[src/sv/rgb_lighting_effect_generator_defines.svh]
// Assertion macros for the lighting effect generator.
`ifndef RGB_LIGHTING_EFFECT_GENERATOR_DEFINES_SVH
`define RGB_LIGHTING_EFFECT_GENERATOR_DEFINES_SVH

// Same-cycle implication, sampled on clk_i, off during reset.
`define RLEG_ASSERT_NOW(lbl, pre, post) \
  lbl: assert property (@(posedge clk_i) disable iff (!rst_ni) (pre) |-> (post)) \
    else $error("rleg: check failed");

// Next-cycle implication, sampled on clk_i, off during reset.
`define RLEG_ASSERT_NEXT(lbl, pre, post) \
  lbl: assert property (@(posedge clk_i) disable iff (!rst_ni) (pre) |=> (post)) \
    else $error("rleg: check failed");

`endif

[src/sv/rleg_pkg.sv]
package rleg_pkg;

  localparam int PALETTE_DEPTH = 8;
  localparam int PHASE_BITS    = 10;

  localparam int ELAPSED_W    = 32;
  localparam int PERIOD_W     = 16;
  localparam int PSIZE_W      = 4;
  localparam int CHAN_W       = 8;
  localparam int COLOR_W      = 3 * CHAN_W;
  localparam int PAIR_W       = 2 * COLOR_W;
  localparam int PAIR_REGS    = 4;
  localparam int PAIR_SEL_W   = $clog2(PAIR_REGS);
  localparam int REG_ENTRIES  = 2 * PAIR_REGS;
  localparam int BUILTIN_SIZE = 6;
  localparam int MAX_SIZE     = (PALETTE_DEPTH > BUILTIN_SIZE) ? PALETTE_DEPTH : BUILTIN_SIZE;
  localparam int IDX_W        = $clog2(MAX_SIZE);
  localparam int SIZE_W       = IDX_W + 1;

  localparam int CFG_IDX_W  = 3;
  localparam int CFG_DATA_W = PAIR_W;

  // shared divider and multiplier
  localparam int DIV_R_W = PERIOD_W + 1;
  localparam int CNT_W   = $clog2(ELAPSED_W + 1);
  localparam int MUL_W   = 64;
  localparam int OPND_W  = 32;
  localparam int NUM_W   = CHAN_W + PERIOD_W;
  localparam int DVD_W   = NUM_W + 2;

  // phase folding
  localparam int PH_FULL  = 1 << PHASE_BITS;
  localparam int PH_HALF  = PH_FULL / 2;
  localparam int PH_QUART = PH_FULL / 4;
  localparam int PHASE_K_W = PHASE_BITS - 1;

  // cosine in unsigned Q30
  localparam int Q_FRAC  = 30;
  localparam int T_W     = Q_FRAC + 1;
  localparam int THETA_W = Q_FRAC + 1;
  localparam logic [T_W-1:0]    Q_ONE      = T_W'(1) << Q_FRAC;
  localparam logic [OPND_W-1:0] THETA_HALF = 32'd3373259426;  // 2*pi in Q30, halved
  localparam int HORNER_STEPS = 6;
  localparam int H_W = 3;

  // Reciprocals for the Horner divisors d = 2^pre * odd: ceil(2^post / odd).
  localparam logic [OPND_W-1:0] HREC_M0 = 32'(((64'd1 << 38) + 64'd90) / 64'd91);
  localparam logic [OPND_W-1:0] HREC_M1 = 32'(((64'd1 << 37) + 64'd32) / 64'd33);
  localparam logic [OPND_W-1:0] HREC_M2 = 32'(((64'd1 << 37) + 64'd44) / 64'd45);
  localparam logic [OPND_W-1:0] HREC_M3 = 32'(((64'd1 << 34) + 64'd6) / 64'd7);
  localparam logic [OPND_W-1:0] HREC_M4 = 32'(((64'd1 << 35) + 64'd14) / 64'd15);
  localparam logic [OPND_W-1:0] HREC_M5 = 32'(((64'd1 << 33) + 64'd2) / 64'd3);

  typedef struct packed {
    logic [1:0]        pre;
    logic [5:0]        post;
    logic [OPND_W-1:0] mult;
  } hrec_t;

  typedef enum logic [1:0] {
    MODE_BREATH   = 2'd0,
    MODE_CYCLE    = 2'd1,
    MODE_COLORFUL = 2'd2
  } mode_e;

  typedef enum logic [CFG_IDX_W-1:0] {
    CFG_MODE   = 3'd0,
    CFG_PERIOD = 3'd1,
    CFG_PSIZE  = 3'd2,
    CFG_SOLID  = 3'd3,
    CFG_PAIR0  = 3'd4,
    CFG_PAIR1  = 3'd5,
    CFG_PAIR2  = 3'd6,
    CFG_PAIR3  = 3'd7
  } cfg_idx_e;

  localparam logic [PERIOD_W-1:0] PERIOD_RST = 16'd1000;
  localparam logic [COLOR_W-1:0]  SOLID_RST  = 24'hFFFFFF;
  localparam logic [PAIR_W-1:0]   PAIR0_RST  = 48'h0000FF_FF0000;
  localparam logic [PAIR_W-1:0]   PAIR1_RST  = 48'hFFFF00_00FF00;
  localparam logic [PAIR_W-1:0]   PAIR2_RST  = 48'hFF00FF_00FFFF;
  localparam logic [PAIR_W-1:0]   PAIR3_RST  = 48'h000000_000000;

  function automatic logic [COLOR_W-1:0] builtin_color(input logic [IDX_W-1:0] idx);
    logic [COLOR_W-1:0] c;
    case (idx)
      IDX_W'(0): c = 24'hFF0000;
      IDX_W'(1): c = 24'h0000FF;
      IDX_W'(2): c = 24'h00FF00;
      IDX_W'(3): c = 24'hFFFF00;
      IDX_W'(4): c = 24'h00FFFF;
      IDX_W'(5): c = 24'hFF00FF;
      default:   c = '0;
    endcase
    return c;
  endfunction

  function automatic hrec_t horner_recip(input logic [H_W-1:0] h);
    hrec_t r;
    case (h)
      3'd0:    r = '{pre: 2'd1, post: 6'd38, mult: HREC_M0};  // 182
      3'd1:    r = '{pre: 2'd2, post: 6'd37, mult: HREC_M1};  // 132
      3'd2:    r = '{pre: 2'd1, post: 6'd37, mult: HREC_M2};  // 90
      3'd3:    r = '{pre: 2'd3, post: 6'd34, mult: HREC_M3};  // 56
      3'd4:    r = '{pre: 2'd1, post: 6'd35, mult: HREC_M4};  // 30
      default: r = '{pre: 2'd2, post: 6'd33, mult: HREC_M5};  // 12
    endcase
    return r;
  endfunction

endpackage

[src/sv/rgb_lighting_effect_generator.sv]
// Channel   Dir  Handshake              Payload
// cfg       in   cfg_we_i (no wait)     cfg_index_i, cfg_data_i
// frame     in   in_valid_i/in_ready_o  elapsed_ms_i, restart_i
// result    out  out_valid_o/out_ready_i red_o, green_o, blue_o, brightness_o, flags
//
// A frame keeps the block busy until its result is written, in every mode;
// in_ready_o is high again in the cycle after, so frames never overlap:
// a bit-serial divide for step and remainder, two palette picks, then either
// three mix channels (two multiplies, a load and a divide each)
// or a phase divide and the Horner cosine on the shared 32x32 multiplier.
// Reset clears state, flags memory and the output register; config takes its defaults.
// A result waits in the output register; a stall there holds the next result
// in the final state until the register frees.
module rgb_lighting_effect_generator (
  input  logic                               clk_i,
  input  logic                               rst_ni,
  input  logic                               cfg_we_i,
  input  logic [rleg_pkg::CFG_IDX_W-1:0]     cfg_index_i,
  input  logic [rleg_pkg::CFG_DATA_W-1:0]    cfg_data_i,
  input  logic                               in_valid_i,
  output logic                               in_ready_o,
  input  logic [rleg_pkg::ELAPSED_W-1:0]     elapsed_ms_i,
  input  logic                               restart_i,
  output logic                               out_valid_o,
  input  logic                               out_ready_i,
  output logic [rleg_pkg::CHAN_W-1:0]        red_o,
  output logic [rleg_pkg::CHAN_W-1:0]        green_o,
  output logic [rleg_pkg::CHAN_W-1:0]        blue_o,
  output logic [rleg_pkg::CHAN_W-1:0]        brightness_o,
  output logic                               color_changed_o,
  output logic                               brightness_changed_o
);
  import rleg_pkg::*;

  typedef enum logic [4:0] {
    S_IDLE, S_MAIN, S_PICKA, S_PICKB, S_PHASE, S_THETA, S_X2, S_X2REG,
    S_HMUL, S_HREC, S_HSUB, S_FINMUL, S_LEVEL, S_MIXA, S_MIXB, S_MIXL,
    S_MIXDIV, S_WRITE
  } state_e;

  // configuration
  logic [1:0]          mode_q;
  logic [PERIOD_W-1:0] period_q;
  logic [PSIZE_W-1:0]  psize_field_q;
  logic [COLOR_W-1:0]  solid_q;
  logic [PAIR_W-1:0]   pal_q [PAIR_REGS];

  always_ff @(posedge clk_i or negedge rst_ni) begin
    if (!rst_ni) begin
      mode_q        <= MODE_BREATH;
      period_q      <= PERIOD_RST;
      psize_field_q <= '0;
      solid_q       <= SOLID_RST;
      pal_q[0]      <= PAIR0_RST;
      pal_q[1]      <= PAIR1_RST;
      pal_q[2]      <= PAIR2_RST;
      pal_q[3]      <= PAIR3_RST;
    end else if (cfg_we_i) begin
      case (cfg_index_i)
        CFG_MODE:   mode_q        <= cfg_data_i[1:0];
        CFG_PERIOD: period_q      <= cfg_data_i[PERIOD_W-1:0];
        CFG_PSIZE:  psize_field_q <= cfg_data_i[PSIZE_W-1:0];
        CFG_SOLID:  solid_q       <= cfg_data_i[COLOR_W-1:0];
        CFG_PAIR0:  pal_q[0]      <= cfg_data_i;
        CFG_PAIR1:  pal_q[1]      <= cfg_data_i;
        CFG_PAIR2:  pal_q[2]      <= cfg_data_i;
        CFG_PAIR3:  pal_q[3]      <= cfg_data_i;
        default: ;
      endcase
    end
  end

  // datapath registers
  state_e               state_q;
  logic [CNT_W-1:0]     cnt_q;
  logic [DIV_R_W-1:0]   div_r_q;
  logic [ELAPSED_W-1:0] div_x_q;
  logic [DIV_R_W-1:0]   div_d_q;
  logic [IDX_W-1:0]     mod_q;
  logic [PERIOD_W-1:0]  rem_q;
  logic                 restart_q;
  logic [COLOR_W-1:0]   col_a_q;
  logic [COLOR_W-1:0]   col_b_q;
  logic [MUL_W-1:0]     mul_q;
  logic [PHASE_K_W-1:0] k_q;
  logic                 neg_q;
  logic [OPND_W-1:0]    x2_q;
  logic [T_W-1:0]       t_q;
  logic [H_W-1:0]       h_q;
  logic [1:0]           ch_q;
  logic [NUM_W-1:0]     acc_q;
  logic [COLOR_W-1:0]   color_q;
  logic [CHAN_W-1:0]    level_q;
  logic                 shown_q;
  logic [COLOR_W-1:0]   last_color_q;
  logic [CHAN_W-1:0]    last_level_q;
  logic                 out_valid_q;
  logic [COLOR_W-1:0]   out_color_q;
  logic [CHAN_W-1:0]    out_level_q;
  logic                 out_cc_q;
  logic                 out_bc_q;

  // derived configuration
  logic [PERIOD_W-1:0] per_eff;
  logic [SIZE_W-1:0]   psize;
  logic                builtin;

  always_comb begin
    per_eff = (period_q == '0) ? PERIOD_W'(1) : period_q;
    builtin = (psize_field_q == '0);
    if (builtin) begin
      psize = SIZE_W'(BUILTIN_SIZE);
    end else if (int'(psize_field_q) > PALETTE_DEPTH) begin
      psize = SIZE_W'(PALETTE_DEPTH);
    end else begin
      psize = SIZE_W'(psize_field_q);
    end
  end

  // restoring divider step, one quotient bit per cycle
  logic [DIV_R_W:0]     div_shift;
  logic [DIV_R_W+1:0]   div_trial;
  logic                 div_bit;
  logic [DIV_R_W-1:0]   div_r_d;
  logic [ELAPSED_W-1:0] div_x_d;
  logic                 cnt_last;

  always_comb begin
    div_shift = {div_r_q, div_x_q[ELAPSED_W-1]};
    div_trial = {1'b0, div_shift} - {2'b00, div_d_q};
    div_bit   = ~div_trial[DIV_R_W+1];
    div_r_d   = div_bit ? div_trial[DIV_R_W-1:0] : div_shift[DIV_R_W-1:0];
    div_x_d   = {div_x_q[ELAPSED_W-2:0], div_bit};
    cnt_last  = (cnt_q == CNT_W'(1));
  end

  // step mod palette size, fed by the quotient bits MSB first
  logic [SIZE_W-1:0] mod_acc;
  logic [IDX_W-1:0]  mod_d;
  logic [SIZE_W-1:0] mod_inc;
  logic [IDX_W-1:0]  idx_next;

  always_comb begin
    mod_acc  = {mod_q, div_bit};
    mod_d    = (mod_acc >= psize) ? IDX_W'(mod_acc - psize) : mod_acc[IDX_W-1:0];
    mod_inc  = {1'b0, mod_q} + SIZE_W'(1);
    idx_next = (mod_inc == psize) ? '0 : mod_inc[IDX_W-1:0];
  end

  // palette lookup, single read port
  logic [IDX_W-1:0]      pick_idx;
  logic [PAIR_SEL_W-1:0] pair_sel;
  logic [COLOR_W-1:0]    pick_color;

  always_comb begin
    pick_idx = (state_q == S_PICKB) ? idx_next : mod_q;
    pair_sel = PAIR_SEL_W'(pick_idx >> 1);
    if (builtin) begin
      pick_color = builtin_color(pick_idx);
    end else if (int'(pick_idx) < REG_ENTRIES) begin
      pick_color = pick_idx[0] ? pal_q[pair_sel][PAIR_W-1:COLOR_W]
                               : pal_q[pair_sel][COLOR_W-1:0];
    end else begin
      pick_color = '0;
    end
  end

  // phase fold to the first quarter wave
  logic [PHASE_BITS:0]   ph_p;
  logic [PHASE_BITS:0]   ph_j;
  logic [PHASE_BITS:0]   ph_k;
  logic                  ph_neg;

  always_comb begin
    ph_p   = {1'b0, div_x_d[PHASE_BITS-1:0]};
    ph_j   = (int'(ph_p) > PH_HALF) ? (PHASE_BITS+1)'(PH_FULL) - ph_p : ph_p;
    ph_neg = (int'(ph_j) > PH_QUART);
    ph_k   = ph_neg ? (PHASE_BITS+1)'(PH_HALF) - ph_j : ph_j;
  end

  // shared multiplier operands
  hrec_t              hrec;
  logic [OPND_W-1:0]  mul_u;
  logic [THETA_W-1:0] theta;
  logic [1:0]         byte_sel;
  logic [CHAN_W-1:0]  chan_a;
  logic [CHAN_W-1:0]  chan_b;
  logic [OPND_W-1:0]  mul_a;
  logic [OPND_W-1:0]  mul_b;

  always_comb begin
    hrec     = horner_recip(h_q);
    mul_u    = mul_q[Q_FRAC+OPND_W-1:Q_FRAC];
    theta    = THETA_W'(mul_q >> (PHASE_BITS - 1));
    byte_sel = 2'd2 - ch_q;
    chan_a   = col_a_q[byte_sel*CHAN_W +: CHAN_W];
    chan_b   = col_b_q[byte_sel*CHAN_W +: CHAN_W];
    case (state_q)
      S_THETA: begin
        mul_a = THETA_HALF;
        mul_b = OPND_W'(k_q);
      end
      S_X2: begin
        mul_a = OPND_W'(theta);
        mul_b = OPND_W'(theta);
      end
      S_HMUL, S_FINMUL: begin
        mul_a = x2_q;
        mul_b = OPND_W'(t_q);
      end
      S_HREC: begin
        mul_a = mul_u >> hrec.pre;
        mul_b = hrec.mult;
      end
      S_MIXA: begin
        mul_a = OPND_W'(chan_a);
        mul_b = OPND_W'(per_eff - rem_q);
      end
      S_MIXB: begin
        mul_a = OPND_W'(chan_b);
        mul_b = OPND_W'(rem_q);
      end
      default: begin
        mul_a = '0;
        mul_b = '0;
      end
    endcase
  end

  // Horner update, level and mix numerator
  logic [T_W-1:0]     h_quot;
  logic [OPND_W-1:0]  lv_v;
  logic [39:0]        lv_sum;
  logic [NUM_W:0]     mix_num;
  logic [DVD_W-1:0]   mix_dvd;
  logic               flag_cc;
  logic               flag_bc;

  always_comb begin
    h_quot  = T_W'(mul_q >> hrec.post);
    // folded upper half mirrors the level around one half
    lv_v    = neg_q ? (OPND_W'(1) << (OPND_W - 1)) - OPND_W'(mul_u[OPND_W-1:1])
                    : OPND_W'(mul_u[OPND_W-1:1]);
    lv_sum  = (40'(lv_v) << CHAN_W) - 40'(lv_v) + (40'd1 << Q_FRAC);
    mix_num = (NUM_W+1)'(acc_q) + (NUM_W+1)'(mul_q[NUM_W-1:0]);
    mix_dvd = {mix_num[NUM_W-1:0], 1'b0} + DVD_W'(per_eff);
    flag_cc = restart_q || !shown_q || (color_q != last_color_q);
    flag_bc = restart_q || !shown_q || (level_q != last_level_q);
  end

  always_ff @(posedge clk_i or negedge rst_ni) begin
    if (!rst_ni) begin
      state_q      <= S_IDLE;
      cnt_q        <= '0;
      div_r_q      <= '0;
      div_x_q      <= '0;
      div_d_q      <= '0;
      mod_q        <= '0;
      rem_q        <= '0;
      restart_q    <= 1'b0;
      col_a_q      <= '0;
      col_b_q      <= '0;
      mul_q        <= '0;
      k_q          <= '0;
      neg_q        <= 1'b0;
      x2_q         <= '0;
      t_q          <= Q_ONE;
      h_q          <= '0;
      ch_q         <= '0;
      acc_q        <= '0;
      color_q      <= '0;
      level_q      <= '0;
      shown_q      <= 1'b0;
      last_color_q <= '0;
      last_level_q <= '0;
      out_valid_q  <= 1'b0;
      out_color_q  <= '0;
      out_level_q  <= '0;
      out_cc_q     <= 1'b0;
      out_bc_q     <= 1'b0;
    end else begin
      mul_q <= mul_a * mul_b;
      // S_WRITE reloads the output register itself
      if (out_valid_q && out_ready_i && (state_q != S_WRITE)) begin
        out_valid_q <= 1'b0;
      end
      case (state_q)
        S_IDLE: begin
          if (in_valid_i) begin
            div_r_q   <= '0;
            div_x_q   <= elapsed_ms_i;
            div_d_q   <= DIV_R_W'(per_eff);
            cnt_q     <= CNT_W'(ELAPSED_W);
            mod_q     <= '0;
            restart_q <= restart_i;
            ch_q      <= '0;
            state_q   <= S_MAIN;
          end
        end
        S_MAIN: begin
          div_r_q <= div_r_d;
          div_x_q <= div_x_d;
          mod_q   <= mod_d;
          cnt_q   <= cnt_q - CNT_W'(1);
          if (cnt_last) begin
            rem_q   <= div_r_d[PERIOD_W-1:0];
            state_q <= S_PICKA;
          end
        end
        S_PICKA: begin
          col_a_q <= pick_color;
          state_q <= S_PICKB;
        end
        S_PICKB: begin
          col_b_q <= pick_color;
          if (mode_q == MODE_CYCLE) begin
            state_q <= S_MIXA;
          end else begin
            div_r_q <= DIV_R_W'(rem_q);
            div_x_q <= '0;
            cnt_q   <= CNT_W'(PHASE_BITS);
            state_q <= S_PHASE;
          end
        end
        S_PHASE: begin
          div_r_q <= div_r_d;
          div_x_q <= div_x_d;
          cnt_q   <= cnt_q - CNT_W'(1);
          if (cnt_last) begin
            k_q     <= PHASE_K_W'(ph_k);
            neg_q   <= ph_neg;
            state_q <= S_THETA;
          end
        end
        S_THETA: state_q <= S_X2;
        S_X2:    state_q <= S_X2REG;
        S_X2REG: begin
          x2_q    <= mul_u;
          t_q     <= Q_ONE;
          h_q     <= '0;
          state_q <= S_HMUL;
        end
        S_HMUL: state_q <= S_HREC;
        S_HREC: state_q <= S_HSUB;
        S_HSUB: begin
          t_q <= Q_ONE - h_quot;
          if (h_q == H_W'(HORNER_STEPS - 1)) begin
            state_q <= S_FINMUL;
          end else begin
            h_q     <= h_q + H_W'(1);
            state_q <= S_HMUL;
          end
        end
        S_FINMUL: state_q <= S_LEVEL;
        S_LEVEL: begin
          level_q <= lv_sum[Q_FRAC+CHAN_W:Q_FRAC+1];
          color_q <= (mode_q == MODE_COLORFUL) ? col_a_q : solid_q;
          state_q <= S_WRITE;
        end
        S_MIXA: state_q <= S_MIXB;
        S_MIXB: begin
          acc_q   <= mul_q[NUM_W-1:0];
          state_q <= S_MIXL;
        end
        S_MIXL: begin
          // quotient fits eight bits, so start with the top of the dividend
          div_r_q <= DIV_R_W'(mix_dvd >> CHAN_W);
          div_x_q <= {mix_dvd[CHAN_W-1:0], (ELAPSED_W - CHAN_W)'(0)};
          div_d_q <= {per_eff, 1'b0};
          cnt_q   <= CNT_W'(CHAN_W);
          state_q <= S_MIXDIV;
        end
        S_MIXDIV: begin
          div_r_q <= div_r_d;
          div_x_q <= div_x_d;
          cnt_q   <= cnt_q - CNT_W'(1);
          if (cnt_last) begin
            color_q[byte_sel*CHAN_W +: CHAN_W] <= div_x_d[CHAN_W-1:0];
            if (ch_q == 2'd2) begin
              level_q <= '1;
              state_q <= S_WRITE;
            end else begin
              ch_q    <= ch_q + 2'd1;
              state_q <= S_MIXA;
            end
          end
        end
        S_WRITE: begin
          if (!out_valid_q || out_ready_i) begin
            out_valid_q  <= 1'b1;
            out_color_q  <= color_q;
            out_level_q  <= level_q;
            out_cc_q     <= flag_cc;
            out_bc_q     <= flag_bc;
            shown_q      <= 1'b1;
            last_color_q <= color_q;
            last_level_q <= level_q;
            state_q      <= S_IDLE;
          end
        end
        default: state_q <= S_IDLE;
      endcase
    end
  end

  assign in_ready_o           = (state_q == S_IDLE);
  assign out_valid_o          = out_valid_q;
  assign red_o                = out_color_q[3*CHAN_W-1:2*CHAN_W];
  assign green_o              = out_color_q[2*CHAN_W-1:CHAN_W];
  assign blue_o               = out_color_q[CHAN_W-1:0];
  assign brightness_o         = out_level_q;
  assign color_changed_o      = out_cc_q;
  assign brightness_changed_o = out_bc_q;

  logic div_active;
  assign div_active = (state_q == S_MAIN) || (state_q == S_PHASE) || (state_q == S_MIXDIV);

`include "rgb_lighting_effect_generator_defines.svh"

  `RLEG_ASSERT_NEXT(a_busy_after_transfer, in_valid_i && in_ready_o, !in_ready_o)
  `RLEG_ASSERT_NOW(a_div_rem_below_divisor, div_active, div_r_q < div_d_q)
  `RLEG_ASSERT_NOW(a_mod_below_size, state_q == S_MAIN, SIZE_W'(mod_q) < psize)
  `RLEG_ASSERT_NOW(a_horner_t_range, state_q == S_HMUL, (t_q <= Q_ONE) && (t_q >= (Q_ONE >> 1)))

endmodule

[config.mk]
export PLATFORM = sky130hd
export DESIGN_NAME = rgb_lighting_effect_generator
export DESIGN_NICKNAME = d
export VERILOG_FILES = /design/src/sv/rleg_pkg.sv /design/src/sv/rgb_lighting_effect_generator.sv
export VERILOG_INCLUDE_DIRS = /design/src /design/src/sv
export SDC_FILE = /design/constraint.sdc
export NUM_CORES = 2
export LEC_CHECK = 0
export BUFFER_PORTS_ARGS = -buffer_cell sky130_fd_sc_hd__buf_4
export CORE_UTILIZATION = 25
export CTS_CLUSTER_DIAMETER = 60
export DETAILED_ROUTE_END_ITERATION = 6
export PLACE_DENSITY = 0.5
export SLEW_MARGIN = 5
export SYNTH_ARGS = -nofsm -noshare
export SYNTH_HDL_FRONTEND = slang
export SYNTH_SLANG_ARGS = --single-unit
export TNS_END_PERCENT = 5
[constraint.sdc]
create_clock -name clk_i -period 13.4 [get_ports clk_i]
set_input_delay 2.01 -clock clk_i [delete_from_list [all_inputs] [get_ports clk_i]]
set_output_delay 2.01 -clock clk_i [all_outputs]
set_load 0.01 [all_outputs]
Yosys cells after proc, flatten, opt, wreduce, memory -nomap -nowiden
Index checks and enable logic that the tools add are counted.
{"block": "op_classes", "add_sub_neg": 17, "multipliers": 1, "n_div": 0, "magnitude_cmp": 5, "eq_ne": 51, "shifts": 6, "n_mux": 58, "bitwise": 2, "n_reduce_logical": 42}
{"cell": "one-hot mux 32 bit (6 select lines)", "count": 2}
{"cell": "one-hot mux 40 bit (5 select lines)", "count": 1}
{"cell": "one-hot mux 24 bit (6 select lines)", "count": 1}
{"cell": "one-hot mux 32 bit (4 select lines)", "count": 1}
{"cell": "binary-select mux 48 bit (select 2 bit)", "count": 1}
{"cell": "two-way mux 24 bit", "count": 4}
{"cell": "two-way mux 32 bit", "count": 3}
{"cell": "two-way mux 48 bit", "count": 2}
{"cell": "one-hot mux 5 bit (18 select lines)", "count": 1}
{"cell": "two-way mux 17 bit", "count": 4}
{"cell": "one-hot mux 17 bit (4 select lines)", "count": 1}
{"cell": "multiplier 32 x 32 -> 64 bit", "count": 1}
{"cell": ">> shifter 64 x 6 -> 31 bit", "count": 1}
{"cell": "one-hot mux 31 bit (2 select lines)", "count": 1}
{"cell": "one-hot mux 24 bit (2 select lines)", "count": 1}
{"cell": "indexed part select 24 x 6 -> 8 bit", "count": 2}
{"cell": "equality test 5 x 4 -> 1 bit, second input constant", "count": 8}
{"cell": "adder 39 x 31 -> 39 bit, second input constant", "count": 1}
{"cell": "subtractor 39 x 32 -> 39 bit", "count": 1}
{"cell": "negation 5 -> 34 bit", "count": 1}
{"cell": "one-hot mux 17 bit (2 select lines)", "count": 1}
{"cell": "variable shift 8 x 34 -> 24 bit, first input constant", "count": 1}
{"cell": "indexed part select 8 x 34 -> 24 bit", "count": 1}
{"cell": "AND reduction 2 bit", "count": 16}
{"cell": "other kinds (66)", "count": 125}
{"block": "totals", "ff_bits": 617, "latch_bits": 0, "ramBits": 0, "romBits": 0, "out_inout_bits": 36, "wordCells": 216, "n_memories": 0}

Depth between registers and ports, before layout
{"block": "logic_depth", "ltp_word": 12, "ltp_mapped": 44}

Worst setup path after synthesis
No wires, ideal clock.
{"block": "synth_path", "path_kind": "reg2reg", "start": "reg period_q[6]", "end": "reg mul_q[62]", "setup_ps": 120, "arrival_time_ps": 10157, "required_ps": 13280, "path_slack_ps": 3122, "path_stages_with_launch": 44, "synth_period_minus_slack_ps": 10278, "path_cell_list": "dfstp_2 clkbuf_1 nor4_1 a41oi_1 ha_1 fa_1 nor2b_1 nor3_1 nor3_1 o31ai_2 o21ai_1 o41ai_2 o21ai_1 o41a_1 buf_2 buf_6 nand2_2 buf_4 [8 not listed] fa_1 fa_1 fa_1 inv_1 fa_1 inv_1 ha_1 clkbuf_1 a21o_1 a21o_1 a21oi_1 o21a_1 o21a_1 o211ai_1 o21ai_0 a31oi_1 or4b_2 and4_1"}
{"block": "synth_via", "elab_chain_len": 5}
{"element": "from (decl)", "line_no": "rgb_lighting_effect_generator.sv:43", "rtl": "logic [PERIOD_W-1:0] period_q;"}
{"element": "from (signal assigned)", "line_no": "rgb_lighting_effect_generator.sv:61", "rtl": "CFG_PERIOD: period_q <= cfg_data_i[PERIOD_W-1:0];"}
{"element": "zero test 16 bit", "line_no": "rgb_lighting_effect_generator.sv:109", "rtl": "per_eff = (period_q == '0) ? PERIOD_W'(1) : period_q;"}
{"element": "two-way mux 16 bit (*)", "line_no": "rgb_lighting_effect_generator.sv:109"}
{"element": "subtractor 16 x 16 -> 17 bit (*)", "line_no": "rgb_lighting_effect_generator.sv:217", "rtl": "mul_b = OPND_W'(per_eff - rem_q);"}
{"element": "one-hot mux 32 bit (6 select lines) (*)", "line_no": "rgb_lighting_effect_generator.sv:198", "rtl": "case (state_q)"}
{"element": "multiplier 32 x 32 -> 64 bit (*)", "line_no": "rgb_lighting_effect_generator.sv:282", "rtl": "mul_q <= mul_a * mul_b;"}
{"element": "to (signal assigned)", "line_no": "rgb_lighting_effect_generator.sv:282"}
{"element": "to (decl)", "line_no": "rgb_lighting_effect_generator.sv:84", "rtl": "logic [MUL_W-1:0] mul_q;"}
Every way passes the cells marked *; elsewhere a longest branch is shown, timed or not.
A chain may end at the register's enable or synchronous reset.

Worst setup path in the final report
{"block": "layout_path", "start": "reg period_q[4]", "end": "reg mul_q[62]"}
Same word-level chain as after synthesis.

==> metrics <==
outcome completed; Slew HR 14.2%; Final #Nets 8837; final setup violation count 0; Peak supply drop 0.187 mV; die height 530 um; Worst Path Max Fanout 11; Post-synth ARST share 100%; pwr/cell area 160 nW/um^2; Crit path arrival time 13.27 ns; input/output buffers 124; clock tree buffer depth 3; vias in the first global route 57200; Final Skew 0.0310 ns; multi-input logic area 48600 um^2; Yosys reg bits 617; Clock Latency Late Sink 0.67 ns; filler cell count in the final layout 29300; first-pass GRT wire length 377000 um; grt total ovfl 0; Via Count 55000; Hold Fails Final Rpt 0; worst r2r path cells 36; met3 usage 3.00%; Detailed Route WL 251000 um; crit end category register; largest net degree at the start of global routing 138; top-count cell post-synth inv_1; hold slack 0.482 ns; Antenna Nets Post-Route 0; RD Place Congestion 0.952; count of maximum capacitance violations 0; Hold Crit Class register to register; postcts setup bufs 0; Via density 4.90; Most Crowded Layer GR met2; initial detailed-routing violation count 4538; WS Path Type register to register; Yosys top cell by area fa_1; Resized cells post-CTS 0; CTS H-Tree Depth 3; M1 GR Usage 24.5%; setup TNS 0 ns; CP max-delay cell nor3_2; Net Count, Synth 8903; delay of the slowest critical-path stage 0.92 ns; WP data required 13.95 ns; share of layout cells above drive strength 1 13.7%; Ys Warns 0; Primary FF master, synth dfrtp_1; sequential area share after synthesis 22.3%; top cells by area, synth fa_1 26%, dfrtp_1 18%, ha_1 7.1%, inv_1 5.9%, mux2_2 5.7%; Num CTS Buffers 79; Power, Total 0.0125 W; initial core utilization 25.2%; Critical Path Most Common Cell fa_1; period utilization 94.9%; Post-Syn Area 69800 um^2; number of flops mapped to enable cells by yosys 0; mean post-synth cell area 9.29 um^2; end point of the critical path mul_q[62]; Synth-to-Final Area Change 11.7%; CTS clock-pin slew for the worst setup and hold paths 0.06 ns; Post-Syn Instances 7516; Fmax achieved 78.6 MHz; Post-DP HPWL 193000 um; Hold-fix buffers, CTS 0; Reg2Reg Setup Slack 0.68 ns; non-filler cells, final 11200; Leak 36.5 nW; CP startpoint kind register; die width 530 um; Placed Cells incl. Taps 11100; Register Area 15600 um^2; fin. max-slew vios 0; CTS tree done; min cycle time layout 12.72 ns; Ports 125; GR Util met2 28.4%; count of cell types in the netlist 110; Row Count 193; Setup crit start period_q[4]; drt pass-1 iters 6; slew at the pin with the worst max-slew slack 1.28 ns; WL per Instance 22.3 um; Total Routing Usage GR 17.8%; FF-to-FF Start period_q[4]; Remaining DRCs 0; initial antenna violation count 6; post-synth top area share 25.8%; RSZ-0062 raised after global routing no; Core ar. 277000 um^2; Clock Tree Root clkbuf_16; Commonest cells post-synth 1106 x inv_1, 1042 x nand2_1, 901 x fa_1; FF-to-FF End mul_q[62]; Die Area 281000 um^2; CTS Sinks 617
[worst max-delay path, delay by kind of cell (launching register included)]
kind,cells,cell delay (ns)
compound gates,11,3.63
fa+ha+maj,11,5.14
buf+inv,5,0.61
flops,1,0.50
simple gates,9,2.71
[cells by family after synthesis]
family                     synth area share, %
AOI/OAI and AO/OA                         9.80
xor gates and xnor gates                  2.90
adders and majority gates                 33.0
buffers and inverters                     8.55
DFF                                       22.3
muxes                                     10.0
and+or+nand+nor                           13.4
[stage by stage]
stage	area, um^2	setup slack, ns	utilization (%)
3_5_place_dp	75200	0.976	27.1
3_3_place_gp	75200	0.798	27.1
4_1_cts	77900	0.942	28.1
2_1_floorplan	69800	3.12	-
5_1_grt	77900	0.187	28.1
6_report	77900	0.680	28.1
[cell type report]
cell class                      instances  share of cell area (%)
Multi-Input combinational cell       5351                    62.3
Sequential cell                       617                    20.0
Tap cell                             3705                    5.95
Inverter                             1111                    5.35
Timing Repair Buffer                  290                    2.85
Clock buffer                          108                    2.84
Clock inverter                         40                   0.732
Antenna cell                            1                 0.00321
[registers in the layout, summed over array words and instances, names as in the netlist, 16 cells and up]
| name | count |
|---|---|
| mul_q | 64 |
| x2_q | 32 |
| period_q | 16 |
| col_b_q | 24 |
| div_r_q | 17 |
| col_a_q | 24 |
| t_q | 31 |
| div_d_q | 17 |
| solid_q | 24 |
| div_x_q | 32 |
| pal_q | 192 |
| out_color_q | 24 |
| color_q | 24 |
| rem_q | 16 |
| acc_q | 24 |
[metal layers]
| layer | share of wire, % | vias up |
|---|---|---|
| met2 | 46 | 1999 |
| met3 | 7.0 | 431 |
| met5 | 0.0044 | - |
| met1 | 44 | 28400 |
| li1 | - | 24200 |
| met4 | 3.6 | 2 |
[placed cells by master, fill, tap and decap left out, types with 22 or more instances in the layout]
| master | Yosys | layout |
|---|---|---|
| mux4_2 | 38 | 38 |
| a211oi_1 | 33 | 26 |
| and2_1 | 44 | 44 |
| xor2_1 | 84 | 84 |
| ha_1 | 397 | 397 |
| dfstp_2 | 103 | 103 |
| nor4_1 | 24 | 22 |
| nor3_1 | 69 | 61 |
| nand2_1 | 1042 | 1042 |
| and3_1 | 26 | 25 |
| buf_4 | 11 | 285 |
| o21ai_0 | 213 | 211 |
| inv_1 | 1106 | 1106 |
| a31oi_1 | 42 | 42 |
| o21ai_1 | 28 | 25 |
| mux2i_1 | 216 | 216 |
| clkbuf_16 | 0 | 79 |
| fa_1 | 901 | 901 |
| mux2_2 | 351 | 351 |
| nand3_1 | 79 | 77 |
| nand4_1 | 37 | 37 |
| nor2b_1 | 35 | 34 |
| nand2b_1 | 38 | 37 |
| a21o_1 | 79 | 78 |
| a21oi_1 | 349 | 348 |
| nor2_1 | 615 | 604 |
| xnor2_1 | 147 | 147 |
| a22oi_1 | 46 | 46 |
| dfrtp_1 | 514 | 514 |
[worst min path at each step]
stage | startpoint | end | slack, ns | cells past startpoint
floorplan | col_b_q[17] | col_b_q[17] | 0.44 | 2
global placement | col_b_q[5] | col_b_q[5] | 0.46 | 2
detailed placement | t_q[15] | t_q[15] | 0.47 | 2
CTS | t_q[15] | t_q[15] | 0.48 | 2
global route | t_q[15] | t_q[15] | 0.50 | 2
finish | col_b_q[15] | col_b_q[15] | 0.48 | 2
[where the power goes]
group | total (W) | switching, W | internal (W)
clock | 0.00230 | 0.000913 | 0.00139
combinational | 0.00715 | 0.00465 | 0.00250
sequential | 0.00301 | 0.000574 | 0.00243
total | 0.0125 | 0.00613 | 0.00633
Note: power is estimated with default switching activity, not from simulation.
